## src/lwbc_pkg.sv

```systemverilog
// Shared types, codes and helpers for the LRU write-back block cache.
// Used by every module of the cache; depends on nothing else.
`default_nettype none

package lwbc_pkg;

    localparam int NUM_SLOTS_DEF = 32;
    localparam int CNT_W         = 6;
    localparam int SLOT_OUT_W    = 5;
    localparam int BLK_W         = 32;
    localparam int STAT_W        = 32;
    localparam int QUEUE_DEPTH   = 2;

    typedef enum logic [2:0] {
        OP_READ  = 3'd0,
        OP_WRITE = 3'd1,
        OP_FAIL  = 3'd2,
        OP_SYNC  = 3'd3,
        OP_DROP  = 3'd4
    } t_op;

    typedef enum logic [2:0] {
        K_RD_HIT   = 3'd0,
        K_RD_MISS  = 3'd1,
        K_WR_HIT   = 3'd2,
        K_WR_MISS  = 3'd3,
        K_WRBACK   = 3'd4,
        K_FLUSH    = 3'd5,
        K_REJECT   = 3'd6,
        K_DONE     = 3'd7
    } t_kind;

    typedef enum logic [2:0] {
        CL_READ,
        CL_WRITE,
        CL_FAIL,
        CL_SYNC,
        CL_DROP,
        CL_REJECT
    } t_cls;

    typedef struct packed {
        t_cls                  cls;
        logic [BLK_W-1:0]      blk;
        logic [SLOT_OUT_W-1:0] fs;
    } t_cmd;

    // Result item without the last mark, most significant field first.
    typedef struct packed {
        logic [STAT_W-1:0]     wb_cnt;
        logic [STAT_W-1:0]     devict_cnt;
        logic [STAT_W-1:0]     evict_cnt;
        logic [STAT_W-1:0]     miss_cnt;
        logic [STAT_W-1:0]     hit_cnt;
        logic [CNT_W-1:0]      dirty;
        logic [CNT_W-1:0]      resident;
        logic [BLK_W-1:0]      blk;
        logic [SLOT_OUT_W-1:0] slot;
        t_kind                 kind;
    } t_result;

    typedef enum logic [2:0] {
        ST_IDLE,
        ST_LOOK,
        ST_APPLY,
        ST_WB,
        ST_SCAN,
        ST_FIN
    } t_state;

    function automatic logic [STAT_W-1:0] sat_inc(input logic [STAT_W-1:0] a);
        logic [STAT_W-1:0] r;
        r = (a == '1) ? a : a + 1'b1;
        return r;
    endfunction

    function automatic logic [STAT_W-1:0] sat_add(input logic [STAT_W-1:0] a,
                                                  input logic [CNT_W-1:0] b);
        logic [STAT_W:0] s;
        s = {1'b0, a} + {{(STAT_W+1-CNT_W){1'b0}}, b};
        return s[STAT_W] ? '1 : s[STAT_W-1:0];
    endfunction

endpackage

`default_nettype wire

```

## src/lwbc_front.sv

```systemverilog
// Front end: holds the device size register and classifies each input item.
// Depends on lwbc_pkg.
`default_nettype none

module lwbc_front
    import lwbc_pkg::*;
(
    input  wire logic                  i_clk,
    input  wire logic                  i_rst_n,
    input  wire logic                  i_cfg_we,
    input  wire logic [BLK_W-1:0]      i_cfg_wdata,
    input  wire logic [2:0]            i_opcode,
    input  wire logic [BLK_W-1:0]      i_blk,
    input  wire logic [SLOT_OUT_W-1:0] i_fs,
    output t_cmd                       o_cmd
);

    logic [BLK_W-1:0] r_dev_blocks;

    // Device block count register.
    always_ff @(posedge i_clk) begin
        if (!i_rst_n) begin
            r_dev_blocks <= '0;
        end else if (i_cfg_we) begin
            r_dev_blocks <= i_cfg_wdata;
        end
    end

    // Classify the item; out-of-range accesses and unknown opcodes are rejected.
    always_comb begin
        o_cmd.blk = i_blk;
        o_cmd.fs  = i_fs;
        case (i_opcode)
            OP_READ:  o_cmd.cls = (i_blk < r_dev_blocks) ? CL_READ : CL_REJECT;
            OP_WRITE: o_cmd.cls = (i_blk < r_dev_blocks) ? CL_WRITE : CL_REJECT;
            OP_FAIL:  o_cmd.cls = CL_FAIL;
            OP_SYNC:  o_cmd.cls = CL_SYNC;
            OP_DROP:  o_cmd.cls = CL_DROP;
            default:  o_cmd.cls = CL_REJECT;
        endcase
    end

endmodule

`default_nettype wire

```

## src/lwbc_queue.sv

```systemverilog
// Short command queue between the classifier and the cache engine.
// Depends on lwbc_pkg.
`default_nettype none

module lwbc_queue
    import lwbc_pkg::*;
(
    input  wire logic i_clk,
    input  wire logic i_rst_n,
    input  wire logic i_push,
    input  wire t_cmd i_cmd,
    output logic      o_full,
    output logic      o_valid,
    input  wire logic i_pop,
    output t_cmd      o_cmd
);

    localparam int PW = $clog2(QUEUE_DEPTH);

    t_cmd            r_mem [QUEUE_DEPTH];
    logic [PW-1:0]   r_wp;
    logic [PW-1:0]   r_rp;
    logic [PW:0]     r_cnt;

    assign o_full  = (r_cnt == (PW+1)'(QUEUE_DEPTH));
    assign o_valid = (r_cnt != '0);
    assign o_cmd   = r_mem[r_rp];

    // Entry storage.
    always_ff @(posedge i_clk) begin
        if (i_push && !o_full) begin
            r_mem[r_wp] <= i_cmd;
        end
    end

    // Pointers and fill count.
    always_ff @(posedge i_clk) begin
        if (!i_rst_n) begin
            r_wp  <= '0;
            r_rp  <= '0;
            r_cnt <= '0;
        end else begin
            if (i_push && !o_full) begin
                r_wp <= (r_wp == PW'(QUEUE_DEPTH-1)) ? '0 : r_wp + 1'b1;
            end
            if (i_pop && o_valid) begin
                r_rp <= (r_rp == PW'(QUEUE_DEPTH-1)) ? '0 : r_rp + 1'b1;
            end
            r_cnt <= r_cnt + (PW+1)'(i_push && !o_full) - (PW+1)'(i_pop && o_valid);
        end
    end

endmodule

`default_nettype wire

```

## src/lwbc_back.sv

```systemverilog
// Cache engine: slot tags, valid/dirty marks, LRU ranks, statistics and the
// result register. Depends on lwbc_pkg.
`default_nettype none

module lwbc_back
    import lwbc_pkg::*;
#(
    parameter int NUM_SLOTS = NUM_SLOTS_DEF
) (
    input  wire logic i_clk,
    input  wire logic i_rst_n,
    input  wire logic i_q_valid,
    input  wire t_cmd i_q_cmd,
    output logic      o_q_pop,
    output logic      o_valid,
    output logic      o_last,
    output t_result   o_res,
    input  wire logic i_ready
);

    localparam int SW = $clog2(NUM_SLOTS);

    t_state r_state;
    t_state n_state;

    t_cmd              r_cmd;
    logic [BLK_W-1:0]  r_block [NUM_SLOTS];
    logic [NUM_SLOTS-1:0] r_valid;
    logic [NUM_SLOTS-1:0] r_dirty;
    logic [SW-1:0]     r_rank [NUM_SLOTS];
    logic [CNT_W-1:0]  r_res_cnt;
    logic [CNT_W-1:0]  r_dty_cnt;
    logic [STAT_W-1:0] r_hits, r_misses, r_evicts, r_devicts, r_wbs;

    logic              r_hit;
    logic [SW-1:0]     r_hit_idx;
    logic [SW-1:0]     r_vict;
    logic [SW-1:0]     r_ptr;
    logic              r_wb_pend;
    logic [SW-1:0]     r_wb_slot;
    logic [BLK_W-1:0]  r_wb_blk;
    t_kind             r_fin_kind;
    logic [SLOT_OUT_W-1:0] r_fin_slot;
    logic [BLK_W-1:0]  r_fin_blk;

    logic              out_free;
    logic              emit_wb, emit_fin, scan_emit, scan_adv;
    logic              scan_vd;
    logic              hit_c;
    logic [SW-1:0]     hit_idx_c, vict_c;
    logic [SW-1:0]     rd_idx;
    logic [BLK_W-1:0]  rd_blk;
    logic [SW-1:0]     mru_idx;
    logic [SW-1:0]     fs_idx;
    logic              fs_ok;
    logic              is_wr;
    logic              v_valid, v_dirty;

    function automatic logic [SLOT_OUT_W-1:0] to_slot(input logic [SW-1:0] idx);
        logic [SW+SLOT_OUT_W-1:0] e;
        e = {{SLOT_OUT_W{1'b0}}, idx};
        return e[SLOT_OUT_W-1:0];
    endfunction

    assign out_free = !o_valid || i_ready;

    // Associative match and rank-zero victim search.
    always_comb begin
        hit_c     = 1'b0;
        hit_idx_c = '0;
        vict_c    = '0;
        for (int j = 0; j < NUM_SLOTS; j++) begin
            if (r_valid[j] && r_block[j] == r_cmd.blk) begin
                hit_c     = 1'b1;
                hit_idx_c = SW'(j);
            end
            if (r_rank[j] == '0) begin
                vict_c = SW'(j);
            end
        end
    end

    // Shared tag read port and per-item helpers.
    always_comb begin
        logic [SW+SLOT_OUT_W-1:0] fe;
        fe       = {{SW{1'b0}}, r_cmd.fs};
        fs_idx   = fe[SW-1:0];
        fs_ok    = {2'b00, r_cmd.fs} < 7'(NUM_SLOTS);
        rd_idx   = (r_state == ST_SCAN) ? r_ptr : r_vict;
        rd_blk   = r_block[rd_idx];
        mru_idx  = r_hit ? r_hit_idx : r_vict;
        is_wr    = (r_cmd.cls == CL_WRITE);
        v_valid  = r_valid[r_vict];
        v_dirty  = r_dirty[r_vict];
        scan_vd  = r_valid[r_ptr] && r_dirty[r_ptr];
    end

    // Next state.
    always_comb begin
        n_state = r_state;
        case (r_state)
            ST_IDLE: begin
                if (i_q_valid) begin
                    n_state = (i_q_cmd.cls == CL_READ || i_q_cmd.cls == CL_WRITE)
                              ? ST_LOOK : ST_APPLY;
                end
            end
            ST_LOOK:  n_state = ST_APPLY;
            ST_APPLY: begin
                if (r_cmd.cls == CL_SYNC) begin
                    n_state = ST_SCAN;
                end else if ((r_cmd.cls == CL_READ || r_cmd.cls == CL_WRITE) &&
                             !r_hit && v_valid && v_dirty) begin
                    n_state = ST_WB;
                end else begin
                    n_state = ST_FIN;
                end
            end
            ST_WB:   if (out_free) n_state = ST_FIN;
            ST_SCAN: if (scan_adv && r_ptr == SW'(NUM_SLOTS-1)) n_state = ST_FIN;
            ST_FIN:  if (out_free) n_state = ST_IDLE;
            default: n_state = ST_IDLE;
        endcase
    end

    // Control outputs.
    always_comb begin
        o_q_pop   = 1'b0;
        emit_wb   = 1'b0;
        emit_fin  = 1'b0;
        scan_emit = 1'b0;
        scan_adv  = 1'b0;
        case (r_state)
            ST_IDLE: o_q_pop  = i_q_valid;
            ST_WB:   emit_wb  = out_free && r_wb_pend;
            ST_FIN:  emit_fin = out_free;
            ST_SCAN: begin
                scan_emit = scan_vd && out_free;
                scan_adv  = !scan_vd || out_free;
            end
            default: o_q_pop = 1'b0;
        endcase
    end

    // State register and control state.
    always_ff @(posedge i_clk) begin
        if (!i_rst_n) begin
            r_state <= ST_IDLE;
            o_valid <= 1'b0;
        end else begin
            r_state <= n_state;
            if (emit_wb || emit_fin || scan_emit) begin
                o_valid <= 1'b1;
            end else if (i_ready) begin
                o_valid <= 1'b0;
            end
        end
    end

    // Result register; counts already hold the values after the step.
    always_ff @(posedge i_clk) begin
        if (emit_wb || emit_fin || scan_emit) begin
            o_last            <= emit_fin;
            o_res.hit_cnt     <= r_hits;
            o_res.miss_cnt    <= r_misses;
            o_res.evict_cnt   <= r_evicts;
            o_res.devict_cnt  <= r_devicts;
            o_res.wb_cnt      <= r_wbs;
            o_res.resident    <= r_res_cnt;
            o_res.dirty       <= r_dty_cnt;
            if (emit_fin) begin
                o_res.kind <= r_fin_kind;
                o_res.slot <= r_fin_slot;
                o_res.blk  <= r_fin_blk;
            end else if (emit_wb) begin
                o_res.kind <= K_WRBACK;
                o_res.slot <= to_slot(r_wb_slot);
                o_res.blk  <= r_wb_blk;
            end else begin
                o_res.kind <= K_WRBACK;
                o_res.slot <= to_slot(r_ptr);
                o_res.blk  <= rd_blk;
            end
        end
    end

    // Item latch, lookup registers and per-item payload.
    always_ff @(posedge i_clk) begin
        if (o_q_pop) begin
            r_cmd <= i_q_cmd;
        end
        if (r_state == ST_LOOK) begin
            r_hit     <= hit_c;
            r_hit_idx <= hit_idx_c;
            r_vict    <= vict_c;
        end
        if (r_state == ST_APPLY) begin
            r_wb_pend <= (r_cmd.cls == CL_READ || r_cmd.cls == CL_WRITE) &&
                         !r_hit && v_valid && v_dirty;
            r_wb_slot <= r_vict;
            r_wb_blk  <= rd_blk;
            case (r_cmd.cls)
                CL_READ, CL_WRITE: begin
                    r_fin_blk <= r_cmd.blk;
                    if (r_hit) begin
                        r_fin_kind <= is_wr ? K_WR_HIT : K_RD_HIT;
                        r_fin_slot <= to_slot(r_hit_idx);
                    end else begin
                        r_fin_kind <= is_wr ? K_WR_MISS : K_RD_MISS;
                        r_fin_slot <= to_slot(r_vict);
                    end
                end
                CL_FAIL: begin
                    r_fin_kind <= K_DONE;
                    r_fin_slot <= r_cmd.fs;
                    r_fin_blk  <= '0;
                end
                CL_SYNC: begin
                    r_fin_kind <= K_FLUSH;
                    r_fin_slot <= '0;
                    r_fin_blk  <= '0;
                end
                CL_DROP: begin
                    r_fin_kind <= K_DONE;
                    r_fin_slot <= '0;
                    r_fin_blk  <= '0;
                end
                default: begin
                    r_fin_kind <= K_REJECT;
                    r_fin_slot <= '0;
                    r_fin_blk  <= r_cmd.blk;
                end
            endcase
        end
        if (o_q_pop) begin
            r_ptr <= '0;
        end else if (scan_adv) begin
            r_ptr <= r_ptr + 1'b1;
        end
    end

    // Tag store: written only when a miss claims its victim.
    always_ff @(posedge i_clk) begin
        if (r_state == ST_APPLY && (r_cmd.cls == CL_READ || r_cmd.cls == CL_WRITE) &&
            !r_hit) begin
            r_block[r_vict] <= r_cmd.blk;
        end
    end

    // Slot marks, ranks, occupancy counts and statistics.
    always_ff @(posedge i_clk) begin
        if (!i_rst_n) begin
            r_valid   <= '0;
            r_dirty   <= '0;
            for (int j = 0; j < NUM_SLOTS; j++) begin
                r_rank[j] <= SW'(j);
            end
            r_res_cnt <= '0;
            r_dty_cnt <= '0;
            r_hits    <= '0;
            r_misses  <= '0;
            r_evicts  <= '0;
            r_devicts <= '0;
            r_wbs     <= '0;
        end else begin
            if (scan_emit) begin
                r_dirty[r_ptr] <= 1'b0;
            end
            if (r_state == ST_APPLY) begin
                case (r_cmd.cls)
                    CL_READ, CL_WRITE: begin
                        // Move the served or claimed slot to most recent.
                        for (int j = 0; j < NUM_SLOTS; j++) begin
                            if (r_rank[j] > r_rank[mru_idx]) begin
                                r_rank[j] <= r_rank[j] - 1'b1;
                            end
                        end
                        r_rank[mru_idx] <= SW'(NUM_SLOTS-1);
                        if (r_hit) begin
                            r_hits <= sat_inc(r_hits);
                            if (is_wr) begin
                                r_dirty[r_hit_idx] <= 1'b1;
                                if (!r_dirty[r_hit_idx]) begin
                                    r_dty_cnt <= r_dty_cnt + 1'b1;
                                end
                            end
                        end else begin
                            r_misses        <= sat_inc(r_misses);
                            r_valid[r_vict] <= 1'b1;
                            r_dirty[r_vict] <= is_wr;
                            r_dty_cnt <= r_dty_cnt - CNT_W'(v_valid && v_dirty)
                                         + CNT_W'(is_wr);
                            if (!v_valid) begin
                                r_res_cnt <= r_res_cnt + 1'b1;
                            end else begin
                                r_evicts <= sat_inc(r_evicts);
                                if (v_dirty) begin
                                    r_wbs     <= sat_inc(r_wbs);
                                    r_devicts <= sat_inc(r_devicts);
                                end
                            end
                        end
                    end
                    CL_FAIL: begin
                        if (fs_ok) begin
                            // Released slot becomes least recent.
                            for (int j = 0; j < NUM_SLOTS; j++) begin
                                if (r_rank[j] < r_rank[fs_idx]) begin
                                    r_rank[j] <= r_rank[j] + 1'b1;
                                end
                            end
                            r_rank[fs_idx]  <= '0;
                            r_valid[fs_idx] <= 1'b0;
                            r_dirty[fs_idx] <= 1'b0;
                            r_res_cnt <= r_res_cnt - CNT_W'(r_valid[fs_idx]);
                            r_dty_cnt <= r_dty_cnt -
                                         CNT_W'(r_valid[fs_idx] && r_dirty[fs_idx]);
                        end
                    end
                    CL_SYNC: begin
                        // Every dirty slot is written back during the scan.
                        r_wbs     <= sat_add(r_wbs, r_dty_cnt);
                        r_dty_cnt <= '0;
                    end
                    CL_DROP: begin
                        r_valid   <= '0;
                        r_dirty   <= '0;
                        r_res_cnt <= '0;
                        r_dty_cnt <= '0;
                        for (int j = 0; j < NUM_SLOTS; j++) begin
                            r_rank[j] <= SW'(NUM_SLOTS-1-j);
                        end
                    end
                    default: r_res_cnt <= r_res_cnt;
                endcase
            end
        end
    end

endmodule

`default_nettype wire

```

## src/lru_writeback_block_cache.sv

```systemverilog
// Top level of the LRU write-back block cache tag engine.
// Depends on lwbc_pkg, lwbc_front, lwbc_queue and lwbc_back.
//
// Usage: requests enter on the s-side stream (opcode, block number, failed
// slot) and results leave on the m-side stream, one or more per request,
// with tlast on the final result of each request. The device block count
// is written through i_cfg_we/i_cfg_wdata while the cache is idle.
// A read or write passes through the queue, the tag match, the update
// and the result register to its final result, with a write-back
// result first when a dirty victim is evicted. Fetch failure, drop and
// rejects skip the tag match. Sync walks the slots one a cycle unless a
// stalled receiver holds a write-back result back. The engine handles one
// request at a time; the two-entry queue keeps taking requests meanwhile.
// Reset: all slots invalid and clean, slot s at LRU rank s, statistics
// and the device block count zero, so every access is rejected until the
// count is written.
// A stalled receiver holds the result register and the engine waits; the
// queue fills and then deasserts o_s_tready.
`default_nettype none

module lru_writeback_block_cache
    import lwbc_pkg::*;
#(
    parameter int NUM_SLOTS = NUM_SLOTS_DEF
) (
    input  wire logic         i_clk,
    input  wire logic         i_rst_n,
    input  wire logic         i_cfg_we,
    input  wire logic [31:0]  i_cfg_wdata,
    input  wire logic         i_s_tvalid,
    output logic              o_s_tready,
    // opcode[2:0], block_number[34:3], failed_slot[39:35]
    input  wire logic [39:0]  i_s_tdata,
    output logic              o_m_tvalid,
    input  wire logic         i_m_tready,
    // kind[2:0], slot[7:3], block_out[39:8], resident_count[45:40],
    // dirty_count[51:46], hit_count[83:52], miss_count[115:84],
    // eviction_count[147:116], dirty_eviction_count[179:148],
    // writeback_count[211:180], zero fill above
    output logic [215:0]      o_m_tdata,
    output logic              o_m_tlast
);

    t_cmd    front_cmd;
    t_cmd    q_cmd;
    logic    q_full;
    logic    q_valid;
    logic    q_pop;
    t_result res;

    assign o_s_tready = !q_full;

    lwbc_front u_front (
        .i_clk       (i_clk),
        .i_rst_n     (i_rst_n),
        .i_cfg_we    (i_cfg_we),
        .i_cfg_wdata (i_cfg_wdata),
        .i_opcode    (i_s_tdata[2:0]),
        .i_blk       (i_s_tdata[34:3]),
        .i_fs        (i_s_tdata[39:35]),
        .o_cmd       (front_cmd)
    );

    lwbc_queue u_queue (
        .i_clk   (i_clk),
        .i_rst_n (i_rst_n),
        .i_push  (i_s_tvalid),
        .i_cmd   (front_cmd),
        .o_full  (q_full),
        .o_valid (q_valid),
        .i_pop   (q_pop),
        .o_cmd   (q_cmd)
    );

    lwbc_back #(
        .NUM_SLOTS (NUM_SLOTS)
    ) u_back (
        .i_clk     (i_clk),
        .i_rst_n   (i_rst_n),
        .i_q_valid (q_valid),
        .i_q_cmd   (q_cmd),
        .o_q_pop   (q_pop),
        .o_valid   (o_m_tvalid),
        .o_last    (o_m_tlast),
        .o_res     (res),
        .i_ready   (i_m_tready)
    );

    // Pack the result item, kind in the lowest bits.
    assign o_m_tdata = {4'b0000, res};

endmodule

`default_nettype wire

```

## config.mk

```make
export PLATFORM = sky130hd
export DESIGN_NAME = lru_writeback_block_cache
export DESIGN_NICKNAME = d
export VERILOG_FILES = /design/src/lwbc_pkg.sv /design/src/lwbc_front.sv /design/src/lwbc_queue.sv /design/src/lwbc_back.sv /design/src/lru_writeback_block_cache.sv
export SDC_FILE = /design/constraint.sdc
export NUM_CORES = 2
export LEC_CHECK = 0
export BUFFER_PORTS_ARGS = -buffer_cell sky130_fd_sc_hd__buf_2
export CORE_MARGIN = 2
export CORE_UTILIZATION = 68
export DETAILED_ROUTE_END_ITERATION = 8
export PLACE_DENSITY = 0.86
export SLEW_MARGIN = 20
export SYNTH_ARGS = -nofsm -noshare
export SYNTH_HDL_FRONTEND = slang
export SYNTH_SLANG_ARGS = --single-unit
```

## constraint.sdc

```tcl
create_clock -name i_clk -period 23 [get_ports i_clk]
set_input_delay 4.6 -clock i_clk [delete_from_list [all_inputs] [get_ports i_clk]]
set_output_delay 4.6 -clock i_clk [all_outputs]
set_load 0.005 [all_outputs]
```

# ---- After elaboration in Yosys (flattened, before gate mapping)
# Memory sizes are Yosys's and may differ from the RTL's. A register that Yosys moved wholly into a read port is not among the register bits.
# Index checks and enable logic that the tools add are counted.
# Widths: inputs -> output; s select.
dict set report op_classes {
  n_addsub 81
  mul 0
  n_div 0
  order_cmp 73
  n_eq_ne 64
  n_shift 0
  mux 573
  n_bitwise 108
  reduce_logical 122
}
# operator count
set op_table {}
lappend op_table {{$eq 32x32->1} 32}
lappend op_table {{$mux 5} 109}
lappend op_table {{$mux 1} 365}
lappend op_table {{$mux 32} 11}
lappend op_table {{$pmux 32 s3} 2}
lappend op_table {{$add 5x1->5 const B} 33}
lappend op_table {{$add 32x1->32 const B} 5}
lappend op_table {{$eq 32x32->1 const B} 5}
lappend op_table {{$gt 5x5->1} 32}
lappend op_table {{$lt 5x5->1} 32}
lappend op_table {{$sub 5x1->5 const B} 32}
lappend op_table {{$logic_not 5->1} 31}
lappend op_table {{$and 32x32->32} 3}
lappend op_table {{$mux 4} 24}
lappend op_table {{$or 1x1->1} 96}
lappend op_table {{$mux 40} 2}
lappend op_table {{$mux 3} 25}
lappend op_table {{$not 32->32} 2}
lappend op_table {{$or 32x32->32} 2}
lappend op_table {{$pmux 32 s2} 1}
lappend op_table {{$logic_and 1x1->1} 49}
lappend op_table {{$pmux 6 s3} 2}
lappend op_table {{$bmux 1 s5} 7}
lappend op_table {{$add 32x6->33} 1}
lappend op_table {{42 further kinds} 118}
dict set report word_totals {
  ff_bits 623
  latchBits 0
  ram_bits 1264
  rom_bits 0
  inputBits 77
  output_inout_bits 219
  elab_cells 1071
  memories 3
}
# memory depth word_bits rd rd_ports_with_merged_regs wr line
set memory_table {}
lappend memory_table {u_back.r_block 32 32 33 0 1 lwbc_back.sv:27} ;# logic [BLK_W-1:0] r_block [NUM_SLOTS];
lappend memory_table {u_back.r_rank 32 5 34 1 33 lwbc_back.sv:30} ;# logic [SW-1:0] r_rank [NUM_SLOTS];
lappend memory_table {u_queue.r_mem 2 40 1 1 1 lwbc_queue.sv:20} ;# t_cmd r_mem [QUEUE_DEPTH];

# ---- Logic depth before layout (Yosys ltp)
# An unclocked memory read counts as a cell.
dict set report depth {
  word_depth 33
  mapped_depth 22
  mapped_depth_nobuf 19
}

# ---- Cells and area by module
# From an unflattened synthesis, not the netlist that was laid out.
dict set report hier_totals {
  cells_unflattened 8492
  hier_area_um2 104166.2
}
# mod n_inst cells_each area_each_um2 seq_area_each_um2
set modules_own_cells {}
lappend modules_own_cells {lwbc_back 1 8080 98665.9 50828.7}
lappend modules_own_cells {lwbc_queue 1 149 3135.5 2502.4}
lappend modules_own_cells {lwbc_front 1 257 2327.2 640.6}
lappend modules_own_cells {lru_writeback_block_cache 1 6 37.5 0.0}

# ---- Worst setup path before layout
# Ideal clock, no wire load.
dict set report synth_timing {
  kind {input port to flip-flop}
  startpoint {input port i_m_tready}
  endpoint {register u_back.o_last, enable pin}
  setup_time_ns 1.689
  arrival_time_ns 8.841
  required_time_ns 21.311
  setup_slack_ns 12.470
  stages 7
  path_buffers 1
  path_cell_list {nand2b_1 and3_1 nand2_1 inv_1 clkbuf_1 nor2_1 nand2_1}
}
dict set report synth_between {
  elab_chain_len 5
  word_cells_on_any_way 8
  classes_between {3 x mux; 5 x reduce/logical}
}
# element line
set synth_lines {}
lappend synth_lines {{start: declaration} lru_writeback_block_cache.sv:35} ;# input wire logic i_m_tready,
lappend synth_lines {{$logic_or 1x1->1 (*)} lwbc_back.sv:65} ;# assign out_free = !o_valid || i_ready;
lappend synth_lines {{$logic_and 1x1->1} lwbc_back.sv:135} ;# ST_WB: emit_wb = out_free && r_wb_pend;
lappend synth_lines {{$mux 1} lwbc_back.sv:133} ;# case (r_state)
lappend synth_lines {{$logic_or 1x1->1} lwbc_back.sv:162} ;# if (emit_wb || emit_fin || scan_emit) begin
lappend synth_lines {{$logic_or 1x1->1 (*)} lwbc_back.sv:162}
lappend synth_lines {{end signal: assignment} lwbc_back.sv:163} ;# o_last <= emit_fin;
lappend synth_lines {{end: declaration} lwbc_back.sv:16} ;# output logic o_last,
# Every way passes the cells marked *; elsewhere a longest branch is shown, timed or not.
# A chain may end at the register's enable or synchronous reset.

==> flow_summary.ini <==
[floorplanning]
dieHeight_um = 395
die_x_um = 395
io_pins = 296
die-area_um2 = 156000
start_util_pct = 68.5
rows = 143
core_area_um2 = 152000

[detailed_routing]
drc = 0
drtPass1Iterations = 6
wl_per_cell_um = 30.8
drtIter0Drc = 12900
postRouteAntennaNets = 0
routed_wl_um = 333000
vias = 78000
vias_per_cell = 7.21

[synthesis]
synthFlopType = edfxtp_1
seq_area_frac_synth_pct = 51.9
synth-edff-count = 1606
synth.distinct_cells = 94
ys_warn_count = 0
netlist_instances = 8432
netlist_area_um2 = 104000
ys_seq_elements = 1893
avgSynthCellArea_um2 = 12.3
postSynth.asyncResetShare_pct = 0

[cts]
cts_resized = 0
clk_pin_slew_ns = 0.06
hold_buffers = 0
cts_tree = built
root_buffer = clkbuf_16
cts.sink_count = 1893
h-tree-depth = 4
post_cts_buffers = 0
cts_buffer_depth = 3
worstSkewPairLatency_ns = 0.87
cts_buffers = 191

[power]
power_leakage_nw = 38.9
power.density_nw_per_um2 = 116
peakVddDrop_mv = 0.124

[grt]
grt_overflow_total = 0
track_usage_pct = 42.2
grt_pass1_vias = 75600
grt_max_degree = 129
grt_pass1_wl_um = 491000
antenna_found_initial = 18

[final_layout]
mostFrequentLayoutCells = edfxtp_1 (1606), xnor2_1 (895), nand2_1 (604)
drive_above_1_share_pct = 14.9
final_common_cell = edfxtp_1
syn2layout_area_growth_pct = 9.65
final_nets = 9177
fin_util_pct = 75.1

[critical_path]
start_kind = primary input
timing.rr.start = u_back.r_state[0]$_SDFFE_PN0P_
worstReg2RegEnd = u_back.o_res[13]$_DFFE_PP_
end_kind = register
crit_fanout = 46
worstSetupPathType = primary input to register
cp_data_required_time_ns = 23.61
crit_arrival_ns = 8.26
r2r_cells = 12
rrSetupSlack_ns = 16.29

[sta]
tightest_slew_ns = 1.27
slew_viol_final = 0
rsz0062_at_grt = false
timing.fmax_ghz = 0.131
fin_worst_skew_ns = 0.0545
holdWs_ns = 0.455
layout_min_cycle_time_ns = 7.65
fin_tns_setup_ns = 0
setup-violations-final = 0
hold_viol_final = 0
relSlewSlack_pct = 14.8
fin_crit_sh_pct = 33.3

[min_path]
hp-class = register to register
hp-start = u_back.r_res_cnt[0]$_SDFFE_PN0P_
holdPathStages = 0
min_to = u_back.o_res[40]$_DFFE_PP_

[place]
gp_routability_congestion = 1.02
dp_hpwl_um = 223000
io_buffers = 291

[outcome]
outcome = complete, no violations

[job]
maxCapViolCount = 0
[cell usage after synthesis (56+ instances only)]
library cell	n	area, µm²
mux2_2	84	946
nand4_1	253	1580
nor2_1	504	1890
and3_1	99	619
mux2i_1	64	641
inv_1	198	743
nor4_1	107	669
xor2_1	378	3310
a211oi_1	76	571
and2_1	85	532
mux4_2	398	8960
dfxtp_1	287	5750
o22ai_1	88	551
nand2_1	605	2270
nor3_1	108	541
a21oi_1	365	1830
clkbuf_1	272	1020
nand2b_1	56	350
a21o_1	80	601
o21a_1	72	541
nor2b_1	62	388
xnor2_1	895	7840
ha_1	452	5660
a31oi_1	101	632
edfxtp_1	1606	48200
nand3_1	201	1010
buf_2	143	716
o21ai_0	316	1580
[cell type report]
| type | count | area, µm² |
|---|---|---|
| Sequential cell | 1893 | 54000 |
| Multi-Input combinational cell | 5872 | 47600 |
| Fill cell | 9263 | 37800 |
| Clock buffer | 252 | 5150 |
| Timing Repair Buffer | 458 | 2880 |
| Tap cell | 2030 | 2540 |
| Clock inverter | 109 | 1120 |
| Inverter | 202 | 768 |
| Antenna cell | 5 | 12.5 |
[per-layer routing]
| metal | GRT usage, % | share of wire (%) | wire [µm] | vias to the layer above |
|---|---|---|---|---|
| met1 | 56.7 | 35 | 116000 | 37900 |
| met5 | 0 | 0.038 | 126 | - |
| li1 | - | - | - | 32100 |
| met3 | 13.3 | 16 | 52200 | 1201 |
| met2 | 62.8 | 44 | 147000 | 6687 |
| met4 | 20.4 | 5.7 | 19000 | 20 |
[per-stage QoR]
step           std cells  worst slack (ns)  total power, W  area [µm²]
6_report           10800             15.35          0.0132      114000
5_1_grt            10800             15.04          0.0136      114000
4_1_cts            10800             15.41          0.0130      114000
3_5_place_dp       10500             14.52         0.00985      108000
3_3_place_gp       10500             14.45         0.00965      108000
2_1_floorplan       8435             12.47         0.00799      104000
[registers in the layout, indices dropped and copies added (netlist names), 6 cells and up, named ones only]
register and count:
u_back.r_rank 160, u_back.r_block 1024, u_back.r_wbs 32, u_back.r_fin_blk 32
u_back.r_dirty 32, u_back.r_res_cnt 6, u_queue.r_mem 80, u_back.r_devicts 32
u_back.r_cmd 35, u_back.r_evicts 32, u_back.r_dty_cnt 6, u_back.r_wb_blk 32
u_back.r_hits 32, u_back.o_res 212, u_back.r_misses 32, u_back.r_valid 32
u_front.r_dev_blocks 32
[worst max-delay path, cell delays in order]
cell	delay [ns]
buf_4	0.49
nand3_2	0.10
buf_4	0.33
buf_4	0.36
a2111oi_1	0.85
inv_1	0.19
ha_1	0.37
a21o_1	0.17
a21oi_1	0.19
xor2_1	0.20
xnor2_1	0.14
nor2_1	0.05
nor2_1	0.09
nor2_1	0.04
[cell families (layout without fill, tap and decap cells)]
kind of cell	count (synthesis)	in the layout	synth area share, %
flops	1893	1893	51.9
other cells	1	9	0.00360
xor+xnor	1273	1273	10.7
simple gates	2233	2233	10.6
fa+ha+maj	482	482	6.01
compound gates	1334	1334	8.01
mux	546	546	10.1
buf+inv	670	1021	2.69
[how the worst max path moves through the flow]
stage | to | startpoint | cells after the start
2_1_floorplan | u_back.o_last$_DFFE_PP_ | i_m_tready | 7
3_3_place_gp | u_back.r_rank[6][4]$_DFFE_PP_ | i_rst_n | 14
3_5_place_dp | u_back.r_rank[6][4]$_DFFE_PP_ | i_rst_n | 14
4_1_cts | u_back.o_res[11]$_DFFE_PP_ | i_m_tready | 10
5_1_grt | u_back.r_rank[6][4]$_DFFE_PP_ | i_rst_n | 14
6_report | u_back.r_rank[6][4]$_DFFE_PP_ | i_rst_n | 14
[where the power goes]
part / leakage, nW / internal, W / total [W] / switching, W
logic: 18.9 / 0.00198 / 0.00561 / 0.00363
clock network: 3.05 / 0.00177 / 0.00316 / 0.00139
registers: 16.9 / 0.00425 / 0.00448 / 0.000233
Note: power is estimated with default switching activity, not from simulation.
